[src/rtl/dpbs_pkg.sv]
package dpbs_pkg;

   // Item modes as they arrive on req_mode
   localparam logic [1:0] MODE_TICK  = 2'd0;
   localparam logic [1:0] MODE_LOAD  = 2'd1;
   localparam logic [1:0] MODE_CLEAR = 2'd2;
   localparam logic [1:0] MODE_NOP   = 2'd3;

   // Classified commands handed from the front end to the back end
   localparam logic [1:0] OP_TICK  = 2'd0;
   localparam logic [1:0] OP_LOAD  = 2'd1;
   localparam logic [1:0] OP_CLEAR = 2'd2;
   localparam logic [1:0] OP_NOP   = 2'd3;

   // Frame sequencer states
   localparam logic [1:0] FS_PREAMBLE = 2'd0;
   localparam logic [1:0] FS_START    = 2'd1;
   localparam logic [1:0] FS_BYTE     = 2'd2;
   localparam logic [1:0] FS_END      = 2'd3;

   // Packet loader phases
   localparam logic [1:0] LP_IDLE    = 2'd0;
   localparam logic [1:0] LP_LOADING = 2'd1;
   localparam logic [1:0] LP_DISCARD = 2'd2;

   // Load status codes
   localparam logic [1:0] STATUS_ACCEPT = 2'd0;
   localparam logic [1:0] STATUS_REJECT = 2'd1;
   localparam logic [1:0] STATUS_NONE   = 2'd2;

   // Register map, indexed by address bit 2
   localparam logic CSR_PREAMBLE = 1'b0;
   localparam logic CSR_REPEAT   = 1'b1;

   localparam logic [4:0] PREAMBLE_RESET = 5'd14;
   localparam logic [3:0] REPEAT_RESET   = 4'd4;

   typedef struct packed {
      logic [1:0] op;
      logic [7:0] data_byte;
      logic       last_byte;
   } cmd_type;

   typedef struct packed {
      logic [4:0] preamble_bits;
      logic [3:0] repeat_count;
   } cfg_type;

endpackage

[src/rtl/dpbs_front.sv]
module dpbs_front (
   input  logic             clock,
   input  logic             reset,
   input  logic             start,
   output logic             busy,
   input  logic [1:0]       req_mode,
   input  logic [7:0]       req_data_byte,
   input  logic             req_last_byte,
   input  logic             q_full,
   output logic             q_push,
   output dpbs_pkg::cmd_type q_cmd
);
   import dpbs_pkg::*;

   logic    valid_ff, valid_in;
   cmd_type cmd_ff, cmd_in;
   logic    accept;

   assign busy   = valid_ff && q_full;
   assign accept = start && !busy;
   assign q_push = valid_ff && !q_full;
   assign q_cmd  = cmd_ff;

   always_comb begin
      cmd_in   = cmd_ff;
      valid_in = valid_ff;
      if (q_push) begin
         valid_in = 1'b0;
      end
      if (accept) begin
         valid_in         = 1'b1;
         cmd_in.data_byte = req_data_byte;
         cmd_in.last_byte = req_last_byte;
         case (req_mode)
            MODE_TICK:  cmd_in.op = OP_TICK;
            MODE_LOAD:  cmd_in.op = OP_LOAD;
            MODE_CLEAR: cmd_in.op = OP_CLEAR;
            default:    cmd_in.op = OP_NOP;
         endcase
      end
   end

   always_ff @(posedge clock) begin
      if (reset) begin
         valid_ff <= 1'b0;
      end else begin
         valid_ff <= valid_in;
      end
      cmd_ff <= cmd_in;
   end

endmodule

[src/rtl/dpbs_queue.sv]
module dpbs_queue (
   input  logic             clock,
   input  logic             reset,
   input  logic             push,
   input  dpbs_pkg::cmd_type cmd_in,
   input  logic             pop,
   output logic             full,
   output logic             empty,
   output dpbs_pkg::cmd_type cmd_out
);
   import dpbs_pkg::*;

   cmd_type    entry_ff [2];
   logic       wr_ptr_ff, wr_ptr_in;
   logic       rd_ptr_ff, rd_ptr_in;
   logic [1:0] count_ff, count_in;

   assign full    = (count_ff == 2'd2);
   assign empty   = (count_ff == 2'd0);
   assign cmd_out = entry_ff[rd_ptr_ff];

   always_comb begin
      wr_ptr_in = wr_ptr_ff;
      rd_ptr_in = rd_ptr_ff;
      count_in  = count_ff;
      if (push && !full) begin
         wr_ptr_in = ~wr_ptr_ff;
      end
      if (pop && !empty) begin
         rd_ptr_in = ~rd_ptr_ff;
      end
      if ((push && !full) && !(pop && !empty)) begin
         count_in = count_ff + 2'd1;
      end else if (!(push && !full) && (pop && !empty)) begin
         count_in = count_ff - 2'd1;
      end
   end

   always_ff @(posedge clock) begin
      if (reset) begin
         wr_ptr_ff <= 1'b0;
         rd_ptr_ff <= 1'b0;
         count_ff  <= 2'd0;
      end else begin
         wr_ptr_ff <= wr_ptr_in;
         rd_ptr_ff <= rd_ptr_in;
         count_ff  <= count_in;
      end
      if (push && !full) begin
         entry_ff[wr_ptr_ff] <= cmd_in;
      end
   end

endmodule

[src/rtl/dpbs_back.sv]
module dpbs_back #(
   parameter int MAX_PACKETS = 8,
   parameter int MAX_BYTES   = 6
) (
   input  logic             clock,
   input  logic             reset,
   input  dpbs_pkg::cfg_type cfg,
   input  logic             q_empty,
   input  dpbs_pkg::cmd_type q_cmd,
   output logic             q_pop,
   output logic             rsp_strobe,
   output logic             rsp_track_bit,
   output logic             rsp_bit_valid,
   output logic [1:0]       rsp_load_status
);
   import dpbs_pkg::*;

   localparam int SW = (MAX_PACKETS > 1) ? $clog2(MAX_PACKETS) : 1;
   localparam int PW = $clog2(MAX_BYTES + 1);
   localparam int AW = $clog2(MAX_PACKETS * MAX_BYTES);
   localparam int DEPTH = MAX_PACKETS * MAX_BYTES;
   localparam logic [SW-1:0] LAST_SLOT = SW'(MAX_PACKETS - 1);
   localparam logic [PW-1:0] POS_LIMIT = PW'(MAX_BYTES);

   // Packet byte store; contents past a slot's size are never read
   logic [7:0] mem [DEPTH];
   logic [7:0] rd_data_ff;

   logic [3:0]    count_ff [MAX_PACKETS];
   logic [3:0]    count_in [MAX_PACKETS];
   logic [PW-1:0] size_ff  [MAX_PACKETS];
   logic [PW-1:0] size_in  [MAX_PACKETS];

   logic [SW-1:0] active_ff, active_in;
   logic          idle_ff, idle_in;
   logic [PW-1:0] byte_pos_ff, byte_pos_in;
   logic [2:0]    bit_pos_ff, bit_pos_in;
   logic [7:0]    shift_ff, shift_in;
   logic          fresh_ff, fresh_in;
   logic [1:0]    frame_ff, frame_in;
   logic [4:0]    pre_left_ff, pre_left_in;
   logic [SW-1:0] load_slot_ff, load_slot_in;
   logic [PW-1:0] load_pos_ff, load_pos_in;
   logic [1:0]    phase_ff, phase_in;
   logic [SW-1:0] hint_ff, hint_in;

   logic          strobe_ff, strobe_in;
   logic          track_ff, track_in;
   logic          bvalid_ff, bvalid_in;
   logic [1:0]    status_ff, status_in;

   logic          rd_en, wr_en;
   logic [AW-1:0] rd_addr, wr_addr;
   logic [7:0]    wr_data;

   logic [MAX_PACKETS-1:0] busy_vec, free_vec;
   logic [SW-1:0] frame_base;
   logic [SW:0]   frame_pick, free_pick;
   logic [PW-1:0] cur_size;
   logic [7:0]    cur_byte;
   logic          claim;
   logic [SW-1:0] slot_e;
   logic [PW-1:0] pos_e, pos_new;

   // Round-robin pick: first set bit at or above base, else first set bit overall
   function automatic logic [SW:0] rr_pick(input logic [MAX_PACKETS-1:0] vec,
                                            input logic [SW-1:0] base);
      logic [SW-1:0] hi_idx, lo_idx;
      logic          hi_hit, lo_hit;
      hi_idx = '0;
      lo_idx = '0;
      hi_hit = 1'b0;
      lo_hit = 1'b0;
      for (int j = MAX_PACKETS - 1; j >= 0; j--) begin
         if (vec[j]) begin
            lo_hit = 1'b1;
            lo_idx = SW'(j);
            if (SW'(j) >= base) begin
               hi_hit = 1'b1;
               hi_idx = SW'(j);
            end
         end
      end
      return hi_hit ? {1'b1, hi_idx} : {lo_hit, lo_idx};
   endfunction

   function automatic logic [SW-1:0] slot_next(input logic [SW-1:0] s);
      return (s == LAST_SLOT) ? '0 : s + SW'(1);
   endfunction

   function automatic logic [AW-1:0] mem_addr(input logic [SW-1:0] s,
                                              input logic [PW-1:0] p);
      return AW'(AW'(s) * AW'(MAX_BYTES) + AW'(p));
   endfunction

   always_comb begin
      for (int i = 0; i < MAX_PACKETS; i++) begin
         busy_vec[i] = (count_ff[i] != 4'd0);
         free_vec[i] = (count_ff[i] == 4'd0);
      end
   end

   assign frame_base = slot_next(active_ff);
   assign frame_pick = rr_pick(busy_vec, frame_base);
   assign free_pick  = rr_pick(free_vec, hint_ff);
   assign cur_size   = idle_ff ? '0 : size_ff[active_ff];
   assign cur_byte   = fresh_ff ? rd_data_ff : shift_ff;
   assign claim      = (phase_ff != LP_LOADING);
   assign slot_e     = claim ? free_pick[SW-1:0] : load_slot_ff;
   assign pos_e      = claim ? '0 : load_pos_ff;
   assign q_pop      = !q_empty;

   always_comb begin
      count_in     = count_ff;
      size_in      = size_ff;
      active_in    = active_ff;
      idle_in      = idle_ff;
      byte_pos_in  = byte_pos_ff;
      bit_pos_in   = bit_pos_ff;
      shift_in     = shift_ff;
      fresh_in     = fresh_ff;
      frame_in     = frame_ff;
      pre_left_in  = pre_left_ff;
      load_slot_in = load_slot_ff;
      load_pos_in  = load_pos_ff;
      phase_in     = phase_ff;
      hint_in      = hint_ff;
      strobe_in    = q_pop;
      track_in     = 1'b0;
      bvalid_in    = 1'b0;
      status_in    = STATUS_NONE;
      rd_en        = 1'b0;
      rd_addr      = mem_addr(active_ff, byte_pos_ff);
      wr_en        = 1'b0;
      wr_addr      = mem_addr(slot_e, pos_e);
      wr_data      = q_cmd.data_byte;
      pos_new      = pos_e;

      if (q_pop) begin
         case (q_cmd.op)
            OP_TICK: begin
               bvalid_in = 1'b1;
               case (frame_ff)
                  FS_PREAMBLE: begin
                     track_in = 1'b1;
                     if (pre_left_ff != 5'd0) begin
                        pre_left_in = pre_left_ff - 5'd1;
                     end else begin
                        frame_in = FS_START;
                     end
                  end
                  FS_START: begin
                     track_in = 1'b0;
                     if (byte_pos_ff >= cur_size) begin
                        frame_in    = FS_PREAMBLE;
                        pre_left_in = cfg.preamble_bits;
                        byte_pos_in = '0;
                        idle_in     = !frame_pick[SW];
                        if (frame_pick[SW]) begin
                           active_in = frame_pick[SW-1:0];
                           count_in[frame_pick[SW-1:0]] =
                              count_ff[frame_pick[SW-1:0]] - 4'd1;
                        end
                     end else begin
                        // fetch the byte; it lands in rd_data_ff for the next bit
                        rd_en       = 1'b1;
                        fresh_in    = 1'b1;
                        byte_pos_in = byte_pos_ff + PW'(1);
                        bit_pos_in  = 3'd0;
                        frame_in    = FS_BYTE;
                     end
                  end
                  FS_BYTE: begin
                     track_in = cur_byte[7];
                     fresh_in = 1'b0;
                     if (bit_pos_ff == 3'd7) begin
                        frame_in = (byte_pos_ff >= cur_size) ? FS_END : FS_START;
                     end else begin
                        bit_pos_in = bit_pos_ff + 3'd1;
                        shift_in   = {cur_byte[6:0], 1'b0};
                     end
                  end
                  default: begin
                     track_in    = 1'b1;
                     frame_in    = FS_PREAMBLE;
                     pre_left_in = cfg.preamble_bits;
                     byte_pos_in = '0;
                     idle_in     = !frame_pick[SW];
                     if (frame_pick[SW]) begin
                        active_in = frame_pick[SW-1:0];
                        count_in[frame_pick[SW-1:0]] =
                           count_ff[frame_pick[SW-1:0]] - 4'd1;
                     end
                  end
               endcase
            end
            OP_LOAD: begin
               if (phase_ff == LP_DISCARD) begin
                  status_in = STATUS_REJECT;
                  if (q_cmd.last_byte) begin
                     phase_in = LP_IDLE;
                  end
               end else if (claim && !free_pick[SW]) begin
                  status_in = STATUS_REJECT;
                  phase_in  = q_cmd.last_byte ? LP_IDLE : LP_DISCARD;
               end else begin
                  status_in    = STATUS_ACCEPT;
                  load_slot_in = slot_e;
                  phase_in     = LP_LOADING;
                  // drop bytes past the slot length
                  if (pos_e < POS_LIMIT) begin
                     wr_en   = 1'b1;
                     pos_new = pos_e + PW'(1);
                  end
                  load_pos_in = pos_new;
                  if (q_cmd.last_byte) begin
                     size_in[slot_e]  = pos_new;
                     count_in[slot_e] = cfg.repeat_count;
                     hint_in          = slot_next(slot_e);
                     phase_in         = LP_IDLE;
                  end
               end
            end
            OP_CLEAR: begin
               for (int i = 0; i < MAX_PACKETS; i++) begin
                  count_in[i] = 4'd0;
                  size_in[i]  = '0;
               end
               phase_in    = LP_IDLE;
               load_pos_in = '0;
            end
            default: begin
               status_in = STATUS_NONE;
            end
         endcase
      end
   end

   always_ff @(posedge clock) begin
      if (reset) begin
         for (int i = 0; i < MAX_PACKETS; i++) begin
            count_ff[i] <= 4'd0;
            size_ff[i]  <= '0;
         end
         active_ff    <= '0;
         idle_ff      <= 1'b1;
         byte_pos_ff  <= '0;
         bit_pos_ff   <= 3'd0;
         shift_ff     <= 8'd0;
         fresh_ff     <= 1'b0;
         frame_ff     <= FS_PREAMBLE;
         pre_left_ff  <= PREAMBLE_RESET;
         load_slot_ff <= '0;
         load_pos_ff  <= '0;
         phase_ff     <= LP_IDLE;
         hint_ff      <= '0;
         strobe_ff    <= 1'b0;
      end else begin
         count_ff     <= count_in;
         size_ff      <= size_in;
         active_ff    <= active_in;
         idle_ff      <= idle_in;
         byte_pos_ff  <= byte_pos_in;
         bit_pos_ff   <= bit_pos_in;
         shift_ff     <= shift_in;
         fresh_ff     <= fresh_in;
         frame_ff     <= frame_in;
         pre_left_ff  <= pre_left_in;
         load_slot_ff <= load_slot_in;
         load_pos_ff  <= load_pos_in;
         phase_ff     <= phase_in;
         hint_ff      <= hint_in;
         strobe_ff    <= strobe_in;
      end
      track_ff  <= track_in;
      bvalid_ff <= bvalid_in;
      status_ff <= status_in;
   end

   always_ff @(posedge clock) begin
      if (wr_en) begin
         mem[wr_addr] <= wr_data;
      end
      if (rd_en) begin
         rd_data_ff <= mem[rd_addr];
      end
   end

   assign rsp_strobe      = strobe_ff;
   assign rsp_track_bit   = track_ff;
   assign rsp_bit_valid   = bvalid_ff;
   assign rsp_load_status = status_ff;

endmodule

[src/rtl/dcc_packet_bit_sequencer.sv]
// DCC packet bit sequencer. Issue an item with start while busy is low; it is
// taken into a front register, queued, and executed by the back end, which
// finishes one item per clock. Each item yields one result, shown for a single
// cycle with rsp_strobe after the front register, the queue and the result
// register; results come in item order and must be captured when strobed,
// since the receiver cannot stall. Sustained rate is one item per cycle, set
// by one back end step over packet table, frame sequencer and byte store port.
// busy rises only if the two-entry queue fills, which a steady back end
// prevents. The byte store is not cleared; slot sizes guard every read.
// Registers: 0x0 preamble_bits (5 bits, reset 14), 0x4 repeat_count (4 bits,
// reset 4); write them only while no item is in flight.
module dcc_packet_bit_sequencer #(
   parameter int MAX_PACKETS = 8,
   parameter int MAX_BYTES   = 6
) (
   input  logic        clock,
   input  logic        reset,
   input  logic        start,
   output logic        busy,
   input  logic [1:0]  req_mode,
   input  logic [7:0]  req_data_byte,
   input  logic        req_last_byte,
   output logic        rsp_strobe,
   output logic        rsp_track_bit,
   output logic        rsp_bit_valid,
   output logic [1:0]  rsp_load_status,
   input  logic        psel,
   input  logic        penable,
   input  logic        pwrite,
   input  logic [2:0]  paddr,
   input  logic [31:0] pwdata,
   output logic [31:0] prdata,
   output logic        pready
);
   import dpbs_pkg::*;

   cfg_type cfg_ff, cfg_in;
   logic    csr_write;
   cmd_type push_cmd, head_cmd;
   logic    q_push, q_pop, q_full, q_empty;

   assign pready    = 1'b1;
   assign csr_write = psel && penable && pwrite && pready;

   always_comb begin
      cfg_in = cfg_ff;
      if (csr_write) begin
         case (paddr[2])
            CSR_PREAMBLE: cfg_in.preamble_bits = pwdata[4:0];
            CSR_REPEAT:   cfg_in.repeat_count  = pwdata[3:0];
            default:      cfg_in = cfg_ff;
         endcase
      end
   end

   always_ff @(posedge clock) begin
      if (reset) begin
         cfg_ff.preamble_bits <= PREAMBLE_RESET;
         cfg_ff.repeat_count  <= REPEAT_RESET;
      end else begin
         cfg_ff <= cfg_in;
      end
   end

   always_comb begin
      case (paddr[2])
         CSR_PREAMBLE: prdata = {27'd0, cfg_ff.preamble_bits};
         CSR_REPEAT:   prdata = {28'd0, cfg_ff.repeat_count};
         default:      prdata = 32'd0;
      endcase
   end

   dpbs_front u_front (
      .clock         (clock),
      .reset         (reset),
      .start         (start),
      .busy          (busy),
      .req_mode      (req_mode),
      .req_data_byte (req_data_byte),
      .req_last_byte (req_last_byte),
      .q_full        (q_full),
      .q_push        (q_push),
      .q_cmd         (push_cmd)
   );

   dpbs_queue u_queue (
      .clock   (clock),
      .reset   (reset),
      .push    (q_push),
      .cmd_in  (push_cmd),
      .pop     (q_pop),
      .full    (q_full),
      .empty   (q_empty),
      .cmd_out (head_cmd)
   );

   dpbs_back #(
      .MAX_PACKETS (MAX_PACKETS),
      .MAX_BYTES   (MAX_BYTES)
   ) u_back (
      .clock           (clock),
      .reset           (reset),
      .cfg             (cfg_ff),
      .q_empty         (q_empty),
      .q_cmd           (head_cmd),
      .q_pop           (q_pop),
      .rsp_strobe      (rsp_strobe),
      .rsp_track_bit   (rsp_track_bit),
      .rsp_bit_valid   (rsp_bit_valid),
      .rsp_load_status (rsp_load_status)
   );

endmodule

[config.mk]
export PLATFORM = sky130hd
export DESIGN_NAME = dcc_packet_bit_sequencer
export DESIGN_NICKNAME = d
export VERILOG_FILES = /design/src/rtl/dpbs_pkg.sv /design/src/rtl/dpbs_front.sv /design/src/rtl/dpbs_queue.sv /design/src/rtl/dpbs_back.sv /design/src/rtl/dcc_packet_bit_sequencer.sv
export SDC_FILE = /design/constraint.sdc
export NUM_CORES = 1
export LEC_CHECK = 0
export BUFFER_PORTS_ARGS = -buffer_cell sky130_fd_sc_hd__clkbuf_2
export CAP_MARGIN = 15
export CORE_UTILIZATION = 60
export CTS_BUF_LIST = sky130_fd_sc_hd__clkbuf_2 sky130_fd_sc_hd__clkbuf_4 sky130_fd_sc_hd__clkbuf_8
export CTS_CLUSTER_SIZE = 12
export DETAILED_ROUTE_END_ITERATION = 8
export PLACE_DENSITY_LB_ADDON = 0.2
export SLEW_MARGIN = 40
export SYNTH_ARGS = -nofsm -noshare
export SYNTH_HDL_FRONTEND = slang
export SYNTH_HIERARCHICAL = 1
export SYNTH_SLANG_ARGS = --single-unit
export TNS_END_PERCENT = 30
[constraint.sdc]
create_clock -name clock -period 6 [get_ports clock]
set_input_delay 0.6 -clock clock [delete_from_list [all_inputs] [get_ports clock]]
set_output_delay 0.6 -clock clock [all_outputs]
set_load 0.05 [all_outputs]
==> flow_summary.toml <==
[run_status]
run_status = "completed"

[worst_hold_path]
holdPathEnd = "u_front/q_cmd[6]"
worst_hold_path_type = "input pin to flip-flop"
hold_start = "req_data_byte[5]"
hold-path-cell-count = 1

[cells_and_area]
area_growth_syn_to_layout_pct = 10.84
final_design_area_no_fill_um2 = 26230
drive_gt1_share_pct = 23.66
layout.nets = 1793
n_fill_cell = 2675
num_antenna_cells = 0
multi_input_comb_area_um2 = 8175
seq_area_um2 = 15010

[synth]
edff_count_synth = 425
synth.largest_area_cell = "edfxtp_1"
mappedNetlistArea_um2 = 23660
yosys_register_bits = 537
yosys.cell_types.count = 92
yosys_warnings = 6
syn_inst = 1612
synth_area_leaders = "edfxtp_1, mux4_2, dfxtp_1"
syn-mean-instance-area_um2 = 14.68
async_reset_ff_share_pct = 0
yosys_most_used_dff = "edfxtp_1"
yosysMostFrequentCell = "edfxtp_1"
synth_sequential_area_ratio_pct = 63.41
synth_commonest_cells = "edfxtp_1, nor2_1, mux4_2"
synth_largest_type_area_fraction_pct = 53.93

[sta]
rsz_0062_raised_after_global_routing = "false"
worstMarginPinSlew_ns = 0.8395
fin_tns_setup_ns = 0
hold_viol = 0
slew-limit-headroom_pct = 43.66
setup_violations = 0
final.min_clock_period_ns = 5.201
timing.fmax_mhz = 192.3
final.period_utilization_pct = 86.68
final-max-slew-violation-count = 0
clk_skew_ns = 0.02551

[power_and_ir_drop]
ir_drop_mv = 0.3154
power.switching_uw = 2580
leakage_uw = 0.008514
intPower_uw = 6313
pwr-share-seq_pct = 49.3
combinationalPowerShare_pct = 17.0
clkPwrFrac_pct = 33.7
p_sw_share_pct = 29.02
power_per_cell_area_nw_per_um2 = 339.1

[setup_path]
reg2reg_slack_ns = 0.80
critical_path.startpoint_type = "flip-flop"
end_kind = "flip-flop"
timing.rr.end = "u_back/mem[9][0]"
rr_worst_depth = 14
critPathKind = "flip-flop to flip-flop"
crit_fanout = 13
timing.critical_path.required_ns = 6.29
timing.critical_path.arrival_ns = 5.49
timing.rr.start = "u_back/count_ff[31]"

[routing]
drc = 0
route.vias.total = 14400
detail-route-antenna-nets = 0
avg_vias_per_cell = 6.290
wl_mm = 53.37
route.detailed.wl_per_inst_um = 23.31
detailedRoute.firstPassIterationCount = 5
drtIter0Drc = 1154

[clocking]
depth_of_the_cts_h_tree = 3
ctsLongestPathBuffers = 3
clock_sinks = 537
number_of_setup_buffers_added_after_cts = 0
clk_pin_slew_worst_paths_ns = 0.06
post_cts_resized = 0
worstSkewPairLatency_ns = 0.66
cts_tree = "built"
cts_hold_buf = 0
cts-root-buf = "clkbuf_8"
numCtsBuffers = 85

[floorplan]
placementRows = 72
pin_count = 91
die_h_um = 200.6
floorplan.die_area_um2 = 40240
core_region_area_um2 = 38740
die_width_um = 200.6
initial_utilization_pct = 61.09

[place]
buffer_ports.inserted = 33
hpwl_mm = 35.06
detailed_place.area_um2 = 24570
place_congestion = 0.9441

[job]
cap_viol_max_count = 0

[grt]
grt_max_degree = 87
grt-ovfl-total = 0
grt_first_pass_wirelength_mm = 82.81
number_of_global_route_vias_before_repair = 14190
number_of_antenna_violations_at_the_first_check_in_global_routing = 0
groute.usage.overall_pct = 27.33
[flip-flops by register name (all words and copies together) (netlist names), 5 cells and up, named ones only]
signal,flops
u_front/q_cmd,11
u_back/pre_left_ff,5
u_back/mem,384
u_back/shift_ff,7
u_back/size_ff,24
u_queue/entry_ff,22
u_back/count_ff,32
cfg_ff,9
u_back/rd_data_ff,8
[worst max path at each step]
stage,from,endpoint,slack [ns],cells past startpoint
after detailed placement,u_back/count_ff[31],u_back/mem[9][3],0.89,14
after CTS,u_back/count_ff[31],u_back/mem[9][0],0.85,14
final,u_back/count_ff[31],u_back/mem[9][0],0.80,14
after global placement,u_back/count_ff[31],u_back/mem[9][3],1.05,14
after floorplan,u_back/count_ff[4],u_back/mem[46][0],1.41,17
after global routing,u_back/count_ff[31],u_back/mem[8][7],0.52,14
[cells in the final DEF, fill, tap and decap left out, types with 19 or more instances in the layout]
cell type | netlist | routed
a22oi_1 | 45 | 45
clkbuf_8 | 0 | 89
clkbuf_4 | 0 | 28
mux4_2 | 126 | 126
nor2_1 | 200 | 197
a21oi_1 | 64 | 64
ha_1 | 29 | 28
nand2b_1 | 25 | 25
o21ai_0 | 52 | 52
nand3_1 | 19 | 19
edfxtp_1 | 425 | 425
nand2_1 | 67 | 67
o22ai_1 | 24 | 24
mux2i_1 | 29 | 29
clkbuf_2 | 1 | 32
inv_1 | 33 | 33
conb_1 | 2 | 28
buf_4 | 29 | 54
dfxtp_1 | 112 | 111
[layout make-up]
type,instances,area share [%]
clock buffer,117,5.472
clock inverter,33,0.7871
inverter,35,0.5009
tap,518,2.471
multi-input combinational,959,31.17
timing repair buffer,90,2.376
sequential,537,57.22
[power by group through the flow]
| stage | Combinational, uW | Sequential (uW) | Clock (uW) |
|---|---|---|---|
| 4_1_cts | 1490 | 4390 | 3070 |
| 3_3_place_gp | 1420 | 4460 | 0 |
| 5_1_grt | 1630 | 4390 | 3230 |
| 6_report | 1510 | 4390 | 3000 |
| 3_5_place_dp | 1490 | 4460 | 0 |
| 2_1_floorplan | 1000 | 4460 | 0 |
[logic make-up (layout without fill, tap and decap cells)]
family,Yosys count,after routing,synth area share (%)
flops,537,537,63.41
simple gates,415,415,8.508
compound gates,297,297,8.735
mux,171,171,13.98
buf+inv,142,275,2.834
fa+ha+maj,35,35,1.956
xor+xnor,13,13,0.5447
other cells,2,28,0.03174
[routing by layer]
layer / GRT usage, % / vias to the layer above / routed length, um / part of all wire, %
met5: 0 / - / 0 / 0
met2: 43.17 / 586 / 25850 / 48
li1: - / 6438 / - / -
met4: 10.47 / 0 / 1658 / 3.1
met3: 4.740 / 119 / 3526 / 6.6
met1: 38.43 / 7255 / 22340 / 42
[critical path, cell delays in order, from the launching register on]
cell,delay (ns)
dfxtp_1,0.35
or4_1,0.79
o21ai_1,0.26
a2111oi_0,0.15
o211a_1,0.27
a311oi_1,0.28
or2_1,0.18
inv_2,0.13
ha_1,0.30
fa_1,0.46
xnor2_2,0.32
xnor2_1,0.19
a31oi_1,0.13
nand2b_1,0.35
nor2_1,0.67
[metrics by stage]
stage	instances	utilization, %	total power (uW)	setup slack [ns]	hold slack (ns)
after detailed placement	2139	63.42	5948	0.8939	0.4316
after global placement	2137	63.22	5880	1.046	0.4233
after CTS	2289	67.66	8942	0.8550	0.06129
final	2289	67.71	8893	0.7993	0.1086
after floorplan	1638	-	5461	1.413	0.4215
after global routing	2289	67.71	9254	0.5200	0.05770
Power figures use the tool's default switching activity.
